## src/rtl/smpq_pkg.sv

```systemverilog
`timescale 1ns / 1ps

package smpq_pkg;

   localparam int DEPTH   = 16;
   localparam int COUNT_W = $clog2(DEPTH + 1);
   localparam int VALUE_W = 32;
   localparam int PRIO_W  = 16;

   typedef enum logic [1:0] {
      KIND_INSERT = 2'd0,
      KIND_REMOVE = 2'd1,
      KIND_PEEK   = 2'd2
   } kind_type;

   typedef enum logic [1:0] {
      STATUS_OK    = 2'd0,
      STATUS_EMPTY = 2'd1,
      STATUS_FULL  = 2'd2
   } status_type;

   typedef struct packed {
      logic signed [VALUE_W-1:0] value;
      logic signed [PRIO_W-1:0]  prio;
   } entry_type;

   // Broadcast to every cell in the row for one item.
   typedef struct packed {
      logic      ins;
      logic      rem;
      entry_type fresh;
   } cell_op_type;

endpackage

```

## src/rtl/smpq_cell.sv

```systemverilog
`timescale 1ns / 1ps

module smpq_cell (
   input  logic                clock,
   input  smpq_pkg::cell_op_type op,
   input  logic                occupied,
   input  logic                left_keep,
   input  smpq_pkg::entry_type left_entry,
   input  smpq_pkg::entry_type right_entry,
   output logic                keep,
   output smpq_pkg::entry_type entry
);
   import smpq_pkg::*;

   entry_type entry_ff;
   entry_type entry_in;

   // An occupied entry whose priority is not above the new one stays put,
   // which keeps equal priorities in arrival order.
   assign keep  = occupied && ($signed(entry_ff.prio) <= $signed(op.fresh.prio));
   assign entry = entry_ff;

   always_comb begin
      entry_in = entry_ff;
      if (op.ins) begin
         if (keep) begin
            entry_in = entry_ff;
         end else if (left_keep) begin
            entry_in = op.fresh;
         end else begin
            entry_in = left_entry;
         end
      end else if (op.rem) begin
         entry_in = right_entry;
      end
   end

   always_ff @(posedge clock) begin
      entry_ff <= entry_in;
   end

endmodule

```

## src/rtl/stable_min_priority_queue.sv

```systemverilog
`timescale 1ns / 1ps

// Sorted priority queue of DEPTH entries built as a row of cells, head in the
// first cell. For each item (insert, remove or peek) all cells compare against
// the new priority and shift in parallel, so a new item is taken in every
// cycle in which the result register is empty or its item is being taken.
// The result is registered and appears in the cycle after acceptance.
// Equal priorities leave in arrival order; a refused insert reports full and
// a remove or peek of an empty queue reports empty, leaving the contents alone.
module stable_min_priority_queue (
   input  logic                                 clock,
   input  logic                                 reset,
   input  logic                                 req_valid,
   output logic                                 req_ready,
   input  logic [1:0]                           req_kind,
   input  logic signed [smpq_pkg::VALUE_W-1:0]  req_item_value,
   input  logic signed [smpq_pkg::PRIO_W-1:0]   req_item_priority,
   output logic                                 rsp_valid,
   input  logic                                 rsp_ready,
   output logic signed [smpq_pkg::VALUE_W-1:0]  rsp_head_value,
   output logic [1:0]                           rsp_status,
   output logic [smpq_pkg::COUNT_W-1:0]         rsp_occupancy
);
   import smpq_pkg::*;

   logic                      req_fire;
   logic [COUNT_W-1:0]        count_ff;
   logic [COUNT_W-1:0]        count_in;
   logic                      rsp_valid_ff;
   logic                      rsp_valid_in;
   logic signed [VALUE_W-1:0] rsp_head_value_ff;
   logic signed [VALUE_W-1:0] rsp_head_value_in;
   status_type                rsp_status_ff;
   status_type                rsp_status_in;
   logic [COUNT_W-1:0]        rsp_occupancy_ff;
   cell_op_type               op;
   logic                      is_full;
   logic                      is_empty;
   logic [DEPTH-1:0]          occupied;
   logic [DEPTH-1:0]          keep;
   entry_type                 entries [DEPTH];

   assign req_ready = !rsp_valid_ff || rsp_ready;
   assign req_fire  = req_valid && req_ready;
   assign is_full   = (count_ff == COUNT_W'(DEPTH));
   assign is_empty  = (count_ff == '0);

   always_comb begin
      op.ins            = 1'b0;
      op.rem            = 1'b0;
      op.fresh.value    = req_item_value;
      op.fresh.prio     = req_item_priority;
      count_in          = count_ff;
      rsp_head_value_in = '0;
      rsp_status_in     = STATUS_OK;
      case (kind_type'(req_kind))
         KIND_INSERT: begin
            if (is_full) begin
               rsp_status_in = STATUS_FULL;
            end else begin
               op.ins   = req_fire;
               count_in = count_ff + COUNT_W'(1);
            end
         end
         KIND_REMOVE: begin
            if (is_empty) begin
               rsp_status_in = STATUS_EMPTY;
            end else begin
               op.rem            = req_fire;
               rsp_head_value_in = entries[0].value;
               count_in          = count_ff - COUNT_W'(1);
            end
         end
         KIND_PEEK: begin
            if (is_empty) begin
               rsp_status_in = STATUS_EMPTY;
            end else begin
               rsp_head_value_in = entries[0].value;
            end
         end
         default: begin
            rsp_status_in = STATUS_OK;
         end
      endcase
   end

   always_comb begin
      rsp_valid_in = rsp_valid_ff;
      if (req_fire) begin
         rsp_valid_in = 1'b1;
      end else if (rsp_ready) begin
         rsp_valid_in = 1'b0;
      end
   end

   for (genvar i = 0; i < DEPTH; i++) begin : g_cell
      assign occupied[i] = (COUNT_W'(i) < count_ff);
      if (i == 0) begin : g_head
         smpq_cell u_cell (
            .clock       (clock),
            .op          (op),
            .occupied    (occupied[i]),
            .left_keep   (1'b1),
            .left_entry  (entries[i]),
            .right_entry (entries[i+1]),
            .keep        (keep[i]),
            .entry       (entries[i])
         );
      end else if (i == DEPTH - 1) begin : g_tail
         smpq_cell u_cell (
            .clock       (clock),
            .op          (op),
            .occupied    (occupied[i]),
            .left_keep   (keep[i-1]),
            .left_entry  (entries[i-1]),
            .right_entry (entries[i]),
            .keep        (keep[i]),
            .entry       (entries[i])
         );
      end else begin : g_mid
         smpq_cell u_cell (
            .clock       (clock),
            .op          (op),
            .occupied    (occupied[i]),
            .left_keep   (keep[i-1]),
            .left_entry  (entries[i-1]),
            .right_entry (entries[i+1]),
            .keep        (keep[i]),
            .entry       (entries[i])
         );
      end
   end

   always_ff @(posedge clock) begin
      if (reset) begin
         count_ff     <= '0;
         rsp_valid_ff <= 1'b0;
      end else begin
         rsp_valid_ff <= rsp_valid_in;
         if (req_fire) begin
            count_ff <= count_in;
         end
      end
   end

   always_ff @(posedge clock) begin
      if (req_fire) begin
         rsp_head_value_ff <= rsp_head_value_in;
         rsp_status_ff     <= rsp_status_in;
         rsp_occupancy_ff  <= count_in;
      end
   end

   assign rsp_valid      = rsp_valid_ff;
   assign rsp_head_value = rsp_head_value_ff;
   assign rsp_status     = rsp_status_ff;
   assign rsp_occupancy  = rsp_occupancy_ff;

   a_count_bound : assert property (@(posedge clock) disable iff (reset)
      count_ff <= COUNT_W'(DEPTH))
      else $error("entry count exceeds depth");

   a_insert_grows : assert property (@(posedge clock) disable iff (reset)
      (req_fire && kind_type'(req_kind) == KIND_INSERT && !is_full)
      |=> count_ff == $past(count_ff) + COUNT_W'(1))
      else $error("accepted insert did not add an entry");

   a_occupancy_matches : assert property (@(posedge clock) disable iff (reset)
      req_fire |=> rsp_occupancy_ff == count_ff)
      else $error("reported occupancy differs from entry count");

   a_head_sorted : assert property (@(posedge clock) disable iff (reset)
      (count_ff >= COUNT_W'(2))
      |-> $signed(entries[0].prio) <= $signed(entries[1].prio))
      else $error("head entry out of order");

endmodule

```

## config.mk

```make
export PLATFORM = sky130hd
export DESIGN_NAME = stable_min_priority_queue
export DESIGN_NICKNAME = d
export VERILOG_FILES = /design/src/rtl/smpq_pkg.sv /design/src/rtl/smpq_cell.sv /design/src/rtl/stable_min_priority_queue.sv
export SDC_FILE = /design/constraint.sdc
export NUM_CORES = 2
export LEC_CHECK = 0
export ABC_AREA = 1
export BUFFER_PORTS_ARGS = -buffer_cell sky130_fd_sc_hd__buf_2
export CAP_MARGIN = 20
export CORE_ASPECT_RATIO = 1.25
export CORE_MARGIN = 4
export CORE_UTILIZATION = 58
export CTS_CLUSTER_SIZE = 24
export DETAILED_ROUTE_END_ITERATION = 6
export PLACE_DENSITY = 0.77
export SLEW_MARGIN = 20
export SYNTH_ARGS = -nofsm -noshare
export SYNTH_HDL_FRONTEND = slang
export SYNTH_SLANG_ARGS = --single-unit
```

## constraint.sdc

```tcl
create_clock -name clock -period 4.2 [get_ports clock]
set_input_delay 0.42 -clock clock [delete_from_list [all_inputs] [get_ports clock]]
set_output_delay 0.42 -clock clock [all_outputs]
set_load 0.01 [all_outputs]
```

==> reports/summary.md <==
Status
- outcome: completed

Synth
- sequential fraction of the synthesis area: 48.8%
- cell area after synthesis: 49,900 um2
- net count of the mapped netlist: 6,809
- number of cells produced by synthesis: 6,493
- warnings from Yosys: 0
- flop and latch count out of synthesis: 813
- post-synthesis area per instance: 7.68 um2
- number of distinct standard cells referenced by the synthesized netlist: 34

Worst setup path
- Setup CP Type: reg -> reg
- CP Data Arrival Time: 3.98 ns
- Worst Setup SP: count_ff[0]
- last element of the critical path: g_cell[10].g_mid.u_cell.entry[19]
- element type at the critical path end: flip-flop
- Critical Path RT: 4.72 ns
- startpoint of the most critical register-to-register path: count_ff[0]
- maximum net fanout on the critical path: 97
- maximum single-stage delay on the critical path: 0.88 ns
- critical path, cell by cell: inv_1, ha_1, inv_1, nor2_2, nand2_1, inv_2, nand2_2, nand2_2, nor2_4, buf_12, inv_8, buf_4, nand2_1, nand2_1
- setup slack of the most critical reg-to-reg path: 0.74 ns
- Worst setup SP type: flip-flop
- Slowest-stage cell, CP: sky130_fd_sc_hd__buf_4
- Reg2Reg Depth: 14
- cell seen most often among critical-path stages: sky130_fd_sc_hd__nand2_1
- worst flop-to-flop path endpoint: g_cell[10].g_mid.u_cell.entry[19]

Min path
- Hold/Removal Path Class: in -> reg

STA
- relative slew slack: 23.4%
- final-layout setup total negative slack: 0 ns
- final worst clock skew: 0.0292 ns
- peak clock frequency supported by timing: 289 MHz
- unrepaired setup endpoints after global routing: no
- final count of negative-setup-slack endpoints: 0
- final hold vios: 0
- Final period util: 82.4%
- final number of max-transition violations: 0
- actual slew at the worst max-slew pin: 1.14 ns
- Final Critical Period: 3.46 ns
- final worst setup slack: 0.741 ns

CTS
- Clock Pin Slew Worst Setup and Hold Paths: 0.06 ns
- CTS Buf Count: 85
- maximum buffer depth of the clock tree: 3
- clock sink count: 813
- count of hold-fix buffers inserted at cts: 0
- clock insertion delay at the later pin of the skew report: 0.67 ns
- CTS resizes: 0
- number of setup buffers added after CTS: 0
- buffer cell driving the clock tree root: sky130_fd_sc_hd__clkbuf_16
- # H-tree levels: 3
- clock tree from TritonCTS: built

Cells and area
- Core Util, Final: 63.2%
- count of nets after finishing: 6,803
- relative area change from synthesis to final layout: 7.36%
- post-layout instance area: 53,500 um2
- layout cells sized above 1: 6.51%
- highest-count cells in the layout ignoring fill and taps: 3,734 x sky130_fd_sc_hd__nand2_1, 809 x sky130_fd_sc_hd__inv_1, 807 x sky130_fd_sc_hd__edfxtp_1
- final std cells w/o fill: 7,649
- most common cell after layout, fill and taps aside: sky130_fd_sc_hd__nand2_1

GRT
- vias in the first global route: 40,600
- pin count of the biggest net entering global routing: 150
- Remaining Overflow, GRT: 0
- wire length of the first global-routing pass: 226,000 um
- antenna violations before repair: 1
- total global-route track usage: 31.7%

Floorplan
- placeable core area: 84,700 um2
- Die Width: 270 um
- die outline area: 90,700 um2
- count of standard-cell rows: 119
- number of top-level design ports: 95
- floorplan die height: 336 um
- Initial Utilization: 58.9%

Route
- violation count after the first detailed-routing iteration: 4,653
- number of nets with antenna violations after routing: 0
- mean routed wirelength per cell: 19.2 um
- Via-to-Cell Ratio: 5.54
- via count of the routed design: 42,400
- drc violations: 0
- total length of routed met3 wires: 16,100 um
- top metal layer carrying routed signals: met5
- iteration count of the initial detailed-routing pass: 6
- met2 wire length: 67,600 um
- Met1 Routed Length: 54,600 um
- DRT Wirelength: 147,000 um

Job
- number of max-capacitance violations reported: 0

Placed design
- HPWL Detailed: 93,800 um
- cell area reported after detailed placement: 50,800 um2
- routability cong.: 0.992
- Placed Instances: 7,489
- worst setup slack after placement: 0.624 ns
- number of buffers inserted by port buffering: 94

Power and ir drop
- power per standard cell area: 394 nW/um2
- peak supply drop: 369 uV
- Static Leak: 31.3 nW

[area by class of cell]
type / count / area (um2)
timing repair buffer: 200 / 1530
inverter: 815 / 3070
multi-input combinational: 4572 / 20500
clock inverter: 56 / 518
clock buffer: 103 / 2220
antenna: 1 / 2.50
sequential: 813 / 24400
tap: 1089 / 1360
fill: 7143 / 31200
[worst max-delay path: cells and delay by family (launching register included)]
family	cells	cell delay [ns]
adder cells (fa/ha/maj)	1	0.17
AND/OR/NAND/NOR	7	0.78
flip-flops	1	0.40
buffers and inverters	6	1.79
[metal layers]
layer	track usage, %	up-vias
met5	0	-
met4	17.1	2
met3	6.14	465
met2	52.1	2257
met1	40.0	19700
li1	-	20000
[sequential cells by signal, summed over array words and instances, names as in the netlist]
register	count
g_cell.g_mid.u_cell.entry	672
g_cell.g_head.u_cell.entry	48
g_cell.g_tail.u_cell.entry	48
rsp_head_value	32
count_ff	5
rsp_occupancy	5
rsp_status	2
rsp_valid	1
[cells by family (layout without fill, tap and decap cells)]
logic type | Yosys count | count (layout) | share of synthesized area (%)
adder cells (fa/ha/maj) | 262 | 262 | 6.57
AO/OA/AOI/OAI | 224 | 224 | 2.39
buffers and inverters | 1108 | 1174 | 10.3
flip-flops | 813 | 813 | 48.8
AND/OR/NAND/NOR | 4086 | 4086 | 31.9
other | 0 | 1 | 0
[stage by stage]
stage	hold WS (ns)	total power [mW]
floorplan	0.489	12.4
detailed placement	0.505	13.5
global placement	0.488	13.4
global route	0.0329	21.9
CTS	0.00407	21.1
finish	0.0298	21.1
[synth_stat cells, drive strengths merged]
cell       n  share of area (%)
nor3      11               0.11
inv      814                6.1
clkbuf    71               0.54
o21ai     96               0.96
a21oi    100                1.0
edfxtp   807                 49
o221ai     2              0.035
o211ai     3              0.045
ha       262                6.6
a21o      16               0.24
clkinv     1             0.0075
dfxtp      6               0.24
a31oi      2              0.025
a211oi     1              0.015
o21bai     3              0.045
buf      222                3.6
nand2   3829                 30
nand4     18               0.23
o31ai      1              0.015
nand3    109                1.1
nor2     119               0.92
[power by group]
group | total (mW) | internal, mW | switching [mW] | leakage (nW)
Combinational | 3.58 | 1.03 | 2.55 | 22.4
Clock | 7.62 | 4.22 | 3.40 | 1.32
Sequential | 9.91 | 9.63 | 0.283 | 7.52
[worst min path at each step]
stage	slack (ns)	end	startpoint	cells after the start
6_report	0.03	rsp_valid	reset	2
5_1_grt	0.03	rsp_valid	reset	2
4_1_cts	0.004	rsp_valid	reset	2
3_5_place_dp	0.50	g_cell[14].g_mid.u_cell.entry[19]	g_cell[15].g_tail.u_cell.entry[19]	2
3_3_place_gp	0.49	rsp_valid	rsp_valid	2
2_1_floorplan	0.49	rsp_valid	reset	1
Note: power is estimated with default switching activity, not from simulation.
